`config.mk`:
```
export PLATFORM = sky130hd
export DESIGN_NAME = centered_boxcar_smoother_top
export DESIGN_NICKNAME = d
export VERILOG_FILES = /design/src/rtl/cbs_pkg.sv /design/src/rtl/cbs_divider.sv /design/src/rtl/cbs_datapath.sv /design/src/rtl/cbs_controller.sv /design/src/rtl/centered_boxcar_smoother_top.sv
export SDC_FILE = /design/constraint.sdc
export NUM_CORES = 2
export LEC_CHECK = 0
export ABC_AREA = 1
export BUFFER_PORTS_ARGS = -buffer_cell sky130_fd_sc_hd__buf_2
export CORE_MARGIN = 1.5
export CORE_UTILIZATION = 50
export CTS_BUF_LIST = sky130_fd_sc_hd__clkbuf_8
export DETAILED_ROUTE_END_ITERATION = 16
export PLACE_DENSITY = 0.76
export SLEW_MARGIN = 20
export SYNTH_ARGS = -nofsm -noshare
export SYNTH_HDL_FRONTEND = slang
export SYNTH_SLANG_ARGS = --single-unit
```
`constraint.sdc`:
```
create_clock -name clock -period 4.47 [get_ports clock]
set_input_delay 0.447 -clock clock [delete_from_list [all_inputs] [get_ports clock]]
set_output_delay 0.447 -clock clock [all_outputs]
set_load 0.01 [all_outputs]
```
`src/rtl/cbs_pkg.sv`:
```
// ----------------------------------------------------------------------------
// cbs_pkg: shared types and constants of the centered boxcar smoother
// Payload words of both channels, controller commands and datapath status.
// ----------------------------------------------------------------------------
`default_nettype none

package cbs_pkg;

   localparam int SAMPLE_BITS    = 16;
   localparam int STAMP_BITS     = 32;
   localparam int WIDTH_BITS     = 6;
   localparam int MAX_WIDTH      = 32;
   localparam int SUM_BITS       = SAMPLE_BITS + WIDTH_BITS;
   localparam int DIV_COUNT_BITS = $clog2(SUM_BITS);
   localparam int CSR_ADDR_BITS  = 3;
   localparam int CSR_DATA_BITS  = 32;

   // register index of window_width and its value after reset
   localparam logic                  REG_WINDOW_WIDTH = 1'b0;
   localparam logic [WIDTH_BITS-1:0] WIDTH_RESET      = 6'd3;

   typedef struct packed {
      logic signed [SAMPLE_BITS-1:0] sample;
      logic        [STAMP_BITS-1:0]  stamp;
      logic                          record_end;
   } req_payload_type;

   typedef struct packed {
      logic signed [SAMPLE_BITS-1:0] average;
      logic        [STAMP_BITS-1:0]  center_stamp;
   } rsp_payload_type;

   typedef struct packed {
      logic capture;
      logic update;
      logic load_out;
   } ctl_cmd_type;

   typedef struct packed {
      logic emit;
      logic div_done;
      logic out_busy;
   } dp_status_type;

endpackage

`default_nettype wire

```
`src/rtl/cbs_divider.sv`:
```
// ----------------------------------------------------------------------------
// cbs_divider: serial signed divide of the window sum by the window width
// Restoring division on the magnitude, one quotient bit per cycle, sign fixed
// at the end; the quotient truncates toward zero.
// ----------------------------------------------------------------------------
`default_nettype none

module cbs_divider (
   input  wire logic                                 clock,
   input  wire logic                                 reset,
   input  wire logic                                 start,
   input  wire logic signed [cbs_pkg::SUM_BITS-1:0]  dividend,
   input  wire logic [cbs_pkg::WIDTH_BITS-1:0]       divisor,
   output logic                                      done,
   output logic signed [cbs_pkg::SAMPLE_BITS-1:0]    quotient
);

   localparam int SB = cbs_pkg::SUM_BITS;
   localparam int WB = cbs_pkg::WIDTH_BITS;
   localparam int CB = cbs_pkg::DIV_COUNT_BITS;
   localparam int QB = cbs_pkg::SAMPLE_BITS;

   logic          busy_ff, busy_in;
   logic          done_ff, done_in;
   logic [CB-1:0] count_ff, count_in;
   logic [SB-1:0] mag_ff, mag_in;
   logic [WB-1:0] rem_ff, rem_in;
   logic [WB-1:0] div_ff, div_in;
   logic          neg_ff, neg_in;
   logic [WB:0]   shifted;
   logic [WB:0]   trial;
   logic          qbit;
   logic [QB-1:0] q_low;

   // one restoring step: shift in the next dividend bit, try the subtract
   always_comb begin
      shifted = {rem_ff, mag_ff[SB-1]};
      trial   = shifted - {1'b0, div_ff};
      qbit    = (shifted >= {1'b0, div_ff});
   end

   always_comb begin
      busy_in  = busy_ff;
      done_in  = done_ff;
      count_in = count_ff;
      mag_in   = mag_ff;
      rem_in   = rem_ff;
      div_in   = div_ff;
      neg_in   = neg_ff;
      if (start) begin
         busy_in  = 1'b1;
         done_in  = 1'b0;
         count_in = '0;
         neg_in   = dividend[SB-1];
         mag_in   = dividend[SB-1] ? SB'(-dividend) : SB'(dividend);
         rem_in   = '0;
         div_in   = divisor;
      end else if (busy_ff) begin
         rem_in   = qbit ? trial[WB-1:0] : shifted[WB-1:0];
         mag_in   = {mag_ff[SB-2:0], qbit};
         count_in = count_ff + 1'b1;
         if (count_ff == CB'(SB - 1)) begin
            busy_in = 1'b0;
            done_in = 1'b1;
         end
      end
   end

   always_ff @(posedge clock) begin
      if (reset) begin
         busy_ff  <= 1'b0;
         done_ff  <= 1'b0;
         count_ff <= '0;
      end else begin
         busy_ff  <= busy_in;
         done_ff  <= done_in;
         count_ff <= count_in;
      end
      mag_ff <= mag_in;
      rem_ff <= rem_in;
      div_ff <= div_in;
      neg_ff <= neg_in;
   end

   // restore the sign; the magnitude of the quotient fits the sample width
   assign q_low    = mag_ff[QB-1:0];
   assign quotient = neg_ff ? $signed(-q_low) : $signed(q_low);
   assign done     = done_ff;

endmodule

`default_nettype wire

```
`src/rtl/cbs_datapath.sv`:
```
// ----------------------------------------------------------------------------
// cbs_datapath: sample and stamp rings, running sum, divider and output word
// Acts on the controller's commands and reports emit, divide and output status.
// ----------------------------------------------------------------------------
`default_nettype none

module cbs_datapath (
   input  wire logic                              clock,
   input  wire logic                              reset,
   input  wire cbs_pkg::ctl_cmd_type              cmd,
   output cbs_pkg::dp_status_type                 status,
   input  wire cbs_pkg::req_payload_type          req_payload,
   input  wire logic [cbs_pkg::WIDTH_BITS-1:0]    width,
   input  wire logic                              clear,
   input  wire logic                              rsp_stall,
   output logic                                   rsp_valid,
   output cbs_pkg::rsp_payload_type               rsp_payload
);

   localparam int MAX_WIDTH = cbs_pkg::MAX_WIDTH;
   localparam int PB = $clog2(MAX_WIDTH);
   localparam int AW = PB + 1;
   localparam int SB = cbs_pkg::SUM_BITS;
   localparam int WB = cbs_pkg::WIDTH_BITS;

   // ring memories
   logic signed [cbs_pkg::SAMPLE_BITS-1:0] sample_ring [MAX_WIDTH];
   logic [cbs_pkg::STAMP_BITS-1:0]         stamp_ring  [MAX_WIDTH];

   cbs_pkg::req_payload_type               in_ff;
   logic [PB-1:0]                          head_ff, head_in;
   logic [WB-1:0]                          fill_ff, fill_in;
   logic signed [SB-1:0]                   sum_ff, sum_in;
   logic [PB-1:0]                          center_ff;
   logic signed [cbs_pkg::SAMPLE_BITS-1:0] sample_rd_ff;
   logic [cbs_pkg::STAMP_BITS-1:0]         stamp_rd_ff;
   logic                                   rsp_valid_ff;
   cbs_pkg::rsp_payload_type               rsp_ff;

   logic                                   full;
   logic [WB-1:0]                          fill_next;
   logic signed [SB-1:0]                   sum_upd;
   logic [PB-1:0]                          old_addr;
   logic [PB-1:0]                          center_addr;
   logic [PB-1:0]                          head_inc;
   logic                                   emit;
   logic                                   div_done;
   logic signed [cbs_pkg::SAMPLE_BITS-1:0] div_q;

   // step a ring pointer back by a distance of at most the ring depth
   function automatic logic [PB-1:0] ring_back(input logic [PB-1:0] ptr,
                                                input logic [AW-1:0] back);
      logic [AW-1:0] t;
      t = AW'(ptr) + AW'(MAX_WIDTH) - back;
      if (t >= AW'(MAX_WIDTH)) begin
         t = t - AW'(MAX_WIDTH);
      end
      return t[PB-1:0];
   endfunction

   // window arithmetic for the held word
   always_comb begin
      full        = (fill_ff >= width);
      fill_next   = full ? fill_ff : fill_ff + 1'b1;
      sum_upd     = sum_ff + SB'(in_ff.sample)
                    - (full ? SB'(sample_rd_ff) : SB'(0));
      emit        = (fill_next >= width) && !(in_ff.record_end && !width[0]);
      old_addr    = ring_back(head_ff, AW'(width));
      center_addr = ring_back(head_ff, AW'((width - 1'b1) >> 1));
      head_inc    = (32'(head_ff) + 1 == MAX_WIDTH) ? '0 : head_ff + 1'b1;
   end

   // write the new word at the head, read the oldest and the center entries
   always_ff @(posedge clock) begin
      if (cmd.update) begin
         sample_ring[head_ff] <= in_ff.sample;
         stamp_ring[head_ff]  <= in_ff.stamp;
      end
      sample_rd_ff <= sample_ring[old_addr];
      stamp_rd_ff  <= stamp_ring[center_ff];
   end

   // advance or clear the window
   always_comb begin
      head_in = head_ff;
      fill_in = fill_ff;
      sum_in  = sum_ff;
      if (clear) begin
         head_in = '0;
         fill_in = '0;
         sum_in  = '0;
      end else if (cmd.update) begin
         head_in = in_ff.record_end ? '0 : head_inc;
         fill_in = in_ff.record_end ? '0 : fill_next;
         sum_in  = in_ff.record_end ? '0 : sum_upd;
      end
   end

   always_ff @(posedge clock) begin
      if (reset) begin
         head_ff <= '0;
         fill_ff <= '0;
         sum_ff  <= '0;
      end else begin
         head_ff <= head_in;
         fill_ff <= fill_in;
         sum_ff  <= sum_in;
      end
      if (cmd.capture) begin
         in_ff <= req_payload;
      end
      if (cmd.update) begin
         center_ff <= center_addr;
      end
   end

   cbs_divider u_divider (
      .clock    (clock),
      .reset    (reset),
      .start    (cmd.update && emit),
      .dividend (sum_upd),
      .divisor  (width),
      .done     (div_done),
      .quotient (div_q)
   );

   // hold the result word until the receiver takes it
   always_ff @(posedge clock) begin
      if (reset) begin
         rsp_valid_ff <= 1'b0;
      end else if (cmd.load_out) begin
         rsp_valid_ff <= 1'b1;
      end else if (!rsp_stall) begin
         rsp_valid_ff <= 1'b0;
      end
      if (cmd.load_out) begin
         rsp_ff.average      <= div_q;
         rsp_ff.center_stamp <= stamp_rd_ff;
      end
   end

   assign rsp_valid       = rsp_valid_ff;
   assign rsp_payload     = rsp_ff;
   assign status.emit     = emit;
   assign status.div_done = div_done;
   assign status.out_busy = rsp_valid_ff && rsp_stall;

`ifndef SYNTHESIS
   a_no_overwrite: assert property (@(posedge clock) disable iff (reset)
      cmd.load_out |-> !(rsp_valid_ff && rsp_stall))
      else $error("result word overwritten while stalled");

   a_fill_bound: assert property (@(posedge clock) disable iff (reset)
      fill_ff <= width)
      else $error("fill count above window width");

   a_head_bound: assert property (@(posedge clock) disable iff (reset)
      32'(head_ff) < MAX_WIDTH)
      else $error("ring head beyond ring depth");

   a_load_after_divide: assert property (@(posedge clock) disable iff (reset)
      cmd.load_out |-> div_done && !cmd.update)
      else $error("result loaded before divide finished");
`endif

endmodule

`default_nettype wire

```
`src/rtl/cbs_controller.sv`:
```
// ----------------------------------------------------------------------------
// cbs_controller: sequencer of the centered boxcar smoother
// Takes one word, updates the window; on emit, divides and loads the result.
// ----------------------------------------------------------------------------
`default_nettype none

module cbs_controller (
   input  wire logic                    clock,
   input  wire logic                    reset,
   input  wire logic                    req_valid,
   output logic                         req_stall,
   output cbs_pkg::ctl_cmd_type         cmd,
   input  wire cbs_pkg::dp_status_type  status
);

   localparam logic [1:0] ST_IDLE   = 2'd0;
   localparam logic [1:0] ST_UPDATE = 2'd1;
   localparam logic [1:0] ST_DIVIDE = 2'd2;

   logic [1:0] state_ff, state_in;

   // next state and commands
   always_comb begin
      state_in     = state_ff;
      cmd.capture  = 1'b0;
      cmd.update   = 1'b0;
      cmd.load_out = 1'b0;
      case (state_ff)
         ST_IDLE: begin
            if (req_valid) begin
               cmd.capture = 1'b1;
               state_in    = ST_UPDATE;
            end
         end
         ST_UPDATE: begin
            cmd.update = 1'b1;
            state_in   = status.emit ? ST_DIVIDE : ST_IDLE;
         end
         ST_DIVIDE: begin
            if (status.div_done && !status.out_busy) begin
               cmd.load_out = 1'b1;
               state_in     = ST_IDLE;
            end
         end
         default: begin
            state_in = ST_IDLE;
         end
      endcase
   end

   always_ff @(posedge clock) begin
      if (reset) begin
         state_ff <= ST_IDLE;
      end else begin
         state_ff <= state_in;
      end
   end

   assign req_stall = (state_ff != ST_IDLE);

endmodule

`default_nettype wire

```
`src/rtl/centered_boxcar_smoother_top.sv`:
```
// ----------------------------------------------------------------------------
// centered_boxcar_smoother_top: moving average over a record of samples
//
// Input words (req_) carry a sample, its time stamp and a record-end flag.
// Once window_width samples of a record are held, each word yields one result
// word (rsp_): the window sum divided by the width, truncated toward zero,
// with the stamp of the window's center sample. Record end clears the window;
// with an even width the window ending at the record-end sample is dropped.
// A word that gives a result goes from acceptance to the result register
// through the window update, the bit-serial divide of the 22-bit sum and
// the load of the result. The next word is taken only once the result is
// loaded, or once the window is updated for a word with no result.
// One word is in flight at a time; req_stall is high meanwhile.
// The result register holds while rsp_stall is high; the next word is still
// taken and waits at its final divide step until the register is free.
// Reset clears the window and sets the width to 3; ring contents are left.
// A write to window_width (address 0, low six bits, 0 taken as 1, saturated at
// MAX_WIDTH) also clears the window; write it only while the block idles.
// ----------------------------------------------------------------------------
`default_nettype none

module centered_boxcar_smoother_top (
   input  wire logic                                  clock,
   input  wire logic                                  reset,
   input  wire logic                                  req_valid,
   output logic                                       req_stall,
   input  wire cbs_pkg::req_payload_type              req_payload,
   output logic                                       rsp_valid,
   input  wire logic                                  rsp_stall,
   output cbs_pkg::rsp_payload_type                   rsp_payload,
   input  wire logic                                  csr_psel,
   input  wire logic                                  csr_penable,
   input  wire logic                                  csr_pwrite,
   input  wire logic [cbs_pkg::CSR_ADDR_BITS-1:0]     csr_paddr,
   input  wire logic [cbs_pkg::CSR_DATA_BITS-1:0]     csr_pwdata,
   output logic [cbs_pkg::CSR_DATA_BITS-1:0]          csr_prdata,
   output logic                                       csr_pready
);

   localparam int WB = cbs_pkg::WIDTH_BITS;

   logic [WB-1:0]          width_ff, width_in;
   logic                   width_wr;
   logic [WB-1:0]          wdata;
   cbs_pkg::ctl_cmd_type   cmd;
   cbs_pkg::dp_status_type status;

   // register write: zero taken as one, saturate at the ring depth
   always_comb begin
      width_wr = csr_psel && csr_penable && csr_pwrite
                 && (csr_paddr[2] == cbs_pkg::REG_WINDOW_WIDTH);
      wdata    = csr_pwdata[WB-1:0];
      width_in = width_ff;
      if (width_wr) begin
         if (wdata == '0) begin
            width_in = WB'(1);
         end else if (32'(wdata) > cbs_pkg::MAX_WIDTH) begin
            width_in = WB'(cbs_pkg::MAX_WIDTH);
         end else begin
            width_in = wdata;
         end
      end
   end

   always_ff @(posedge clock) begin
      if (reset) begin
         width_ff <= cbs_pkg::WIDTH_RESET;
      end else begin
         width_ff <= width_in;
      end
   end

   assign csr_pready = 1'b1;
   assign csr_prdata = (csr_paddr[2] == cbs_pkg::REG_WINDOW_WIDTH)
                       ? cbs_pkg::CSR_DATA_BITS'(width_ff) : '0;

   cbs_controller u_controller (
      .clock     (clock),
      .reset     (reset),
      .req_valid (req_valid),
      .req_stall (req_stall),
      .cmd       (cmd),
      .status    (status)
   );

   cbs_datapath u_datapath (
      .clock       (clock),
      .reset       (reset),
      .cmd         (cmd),
      .status      (status),
      .req_payload (req_payload),
      .width       (width_ff),
      .clear       (width_wr),
      .rsp_stall   (rsp_stall),
      .rsp_valid   (rsp_valid),
      .rsp_payload (rsp_payload)
   );

endmodule

`default_nettype wire

```
==> flow_summary.yaml <==
detailed_routing:
  drtPass1Iterations: 6
  wire_per_inst_um: 24.26
  wl_um: 192000
  drc: 0
  first_iter_violations: 7285
  vias_per_cell: 6.039
  vias: 47791
  drtAntennaViolNets: 0
run:
  maxCapViolCount: 0
finish:
  finalNetCount: 5991
  areaGrowthSynthToFinish_pct: 13.21
  drive_gt1_frac: 0.1204
  final_util: 0.5710
  final_cell_mix: "edfxtp_1, nor2_1, o21ai_0"
  final_common_cell: "edfxtp_1"
  fin_area_um2: 80840
synth:
  mappedNetlistArea_um2: 71410
  syn_area_per_cell_um2: 12.92
  synth_edf_count: 1667
  syn_inst: 5527
  synthSimpleGateAreaFrac: 0.09341
  synth-compound-area-share: 0.1096
  synthXorXnorAreaFrac: 0.005642
  async_flop_share: 0
  synth_top_family_by_area: "compound AO/OA/AOI/OAI gates"
  synth.area.mux_share: 0.008971
  yosysWarnings: 0
  yosysUniqueCellTypes: 48
  synth-adder-area-share: 0.01689
  synth_flop_cell: "edfxtp_1"
  ys_seq_area_frac: 0.7299
  ys_seq_elements: 1770
clock_tree:
  cts_tree: "done"
  numCtsBuffers: 298
  cts_max_level: 5
  clock_sinks: 1770
  cts.path.max_buffers: 4
  clk_pin_slew_ns: 0.06
  cts_root_buf: "clkbuf_8"
  clk_latency_ns: 1.03
die:
  rows: 138
  initial_core_util: 0.5043
  ios: 174
  core_area_um2: 141600
  die_h_um: 380.9
  die_x_um: 380.9
  dieArea_um2: 145100
global_route:
  overflow: 0
  grt_max_degree: 198
  antenna_found_initial: 3
  grt_pass1_wl_um: 281800
  grt_pass1_vias: 45837
  grt_usage: 0.2589
critical_path:
  cp_data_required_time_ns: 5.16
  crit_path_start_kind: "flip-flop"
  cp-end-kind: "flip-flop"
  crit_type: "flip-flop to flip-flop"
  path_max_fanout: 21
  crit_arrival_ns: 4.80
timing:
  setup_tns_ns: 0
  period_share: 0.9180
  drv_slew: 0
  relSlewSlack: 0.2212
  skew_ns: 0.09947
  fmax_mhz: 243.7
  fin_crit_ns: 4.103
  setup_viol: 0
  tightest_slew_ns: 1.168
  hold_viol_final: 0
placed_design:
  port_buffers: 118
  gp_congestion: 0.8683
  place_area_um2: 74770
  hpwl_um: 101100
power_and_ir_drop:
  ir_worst_vdd_mv: 0.3082
  power.density_nw_per_um2: 432.1
  power.total_mw: 34.93
  leakage_nw: 27.74
min_path:
  hold_class: "primary input to flip-flop"
outcome:
  status: "complete, no violations"
==> final cells by class <==
class	count	area [um2]
diodes	1	2.502
clock inverters	181	910.9
repair buffers	330	2768
flip-flops and latches	1770	52120
well taps	1890	2365
clock buffers	324	4459
inverters	254	980.9
fillers	10924	60750
multi-input cells	3164	17230
==> power by group <==
group | switching [mW] | leakage, nW | internal [mW]
clock network | 6.27 | 3.14 | 6.97
logic | 2.05 | 8.73 | 0.940
registers | 0.275 | 15.9 | 18.4
==> per-layer routing <==
layer | GRT usage | vias up | share of wire
li1 | - | 20902 | -
met4 | 0.1112 | 0 | 0.039
met1 | 0.3572 | 23208 | 0.38
met2 | 0.3960 | 3196 | 0.46
met5 | 0 | - | 0
met3 | 0.05913 | 485 | 0.12
==> worst paths after layout <==
check | cells past startpoint | slack, ns | end | from
worst min register to register | 0 | 0.40 | u_datapath.rsp_payload[4] | u_datapath.stamp_rd_ff[4]
worst min-delay path | 3 | 0.09 | width_ff[1] | csr_psel
worst max-delay path | 26 | 0.37 | u_datapath.u_divider.mag_ff[16] | width_ff[5]
worst max register to register | 26 | 0.37 | u_datapath.u_divider.mag_ff[16] | width_ff[5]
==> cells by family (layout without fill, tap and decap cells) <==
group | count (synthesis) | count (layout)
AOI/OAI and AO/OA | 1269 | 1269
other | 2 | 28
adders and majority gates | 82 | 82
and+or+nand+nor | 1674 | 1676
DFF | 1770 | 1770
muxes | 64 | 64
xor gates and xnor gates | 46 | 46
buffers and inverters | 620 | 1089
==> what timing repair did <==
action                                  in CTS  in global routing
endpoints found under the setup margin       0                 19
setup buffers                                0                  1
hold endpoints to repair                    72                  0
hold buffers                                61                  0
gates resized for setup                      0                 14
==> worst max-delay path, cell delays in order, from the launching register on <==
cell	delay (ns)
dfxtp_1	0.34
inv_1	0.11
ha_4	0.26
a21o_1	0.17
nor2_1	0.11
nand3_1	0.13
buf_12	0.19
nand2_1	0.07
inv_1	0.05
fa_1	0.48
inv_1	0.04
ha_1	0.37
nand2_1	0.14
nor2_1	0.16
inv_1	0.09
nor3_1	0.16
nand2_1	0.11
nand2_1	0.08
nand2_1	0.05
nand2_1	0.14
nand2_1	0.08
nor2_2	0.10
nand2_1	0.09
nand2_2	0.11
nand2_1	0.05
nand3_1	0.06
o21ai_0	0.09
==> state kept, by name (all words and copies together) (netlist names) <==
signal and flops:
u_datapath.stamp_ring 1024, u_datapath.sample_ring 512, u_datapath.in_ff 49, u_datapath.rsp_payload 48
u_datapath.stamp_rd_ff 32, u_datapath.sum_ff 22, u_datapath.u_divider.mag_ff 22, u_datapath.sample_rd_ff 16
u_datapath.fill_ff 6, u_datapath.u_divider.div_ff 6, u_datapath.u_divider.rem_ff 6, width_ff 6
u_datapath.center_ff 5, u_datapath.head_ff 5, u_datapath.u_divider.count_ff 5, u_controller.state_ff 2
u_datapath.rsp_valid 1, u_datapath.u_divider.busy_ff 1, u_datapath.u_divider.done 1, u_datapath.u_divider.neg_ff 1
==> cell usage after synthesis (4+ instances only) <==
library cell	n	area [um2]
inv_2	4	15.01
clkinv_1	4	15.01
a21oi_1	66	330.3
nand3b_1	7	52.55
mux2i_1	64	640.6
nor2_2	6	37.54
fa_1	24	480.5
nand3_1	176	880.8
buf_2	66	330.3
o221ai_1	246	2155
o21ai_1	8	40.04
nand2_1	458	1719
nor3_1	19	95.09
a31oi_1	36	225.2
nand2_2	12	75.07
o22ai_1	77	481.7
clkbuf_1	245	919.6
a32oi_1	23	201.4
o21ai_0	718	3593
edfxtp_1	1667	50060
o31ai_1	18	135.1
buf_4	32	240.2
dfxtp_1	103	2062
o32ai_1	64	560.5
inv_1	246	923.4
ha_1	58	725.7
buf_1	22	82.58
xnor2_1	7	61.31
xor2_1	39	341.6
nand4_1	10	62.56
nor2_1	976	3664
==> metrics by stage <==
stage | hold slack (ns) | instances | setup slack, ns
floorplan | 0.3855 | 5552 | 0.07904
global placement | 0.3870 | 7343 | 0.2620
detailed placement | 0.3887 | 7343 | 0.2131
CTS | 0.04052 | 7909 | 0.1596
global route | 0.09317 | 7914 | -0.003247
finish | 0.09462 | 7914 | 0.3666
No activity file was read; power rests on OpenSTA's default activity.
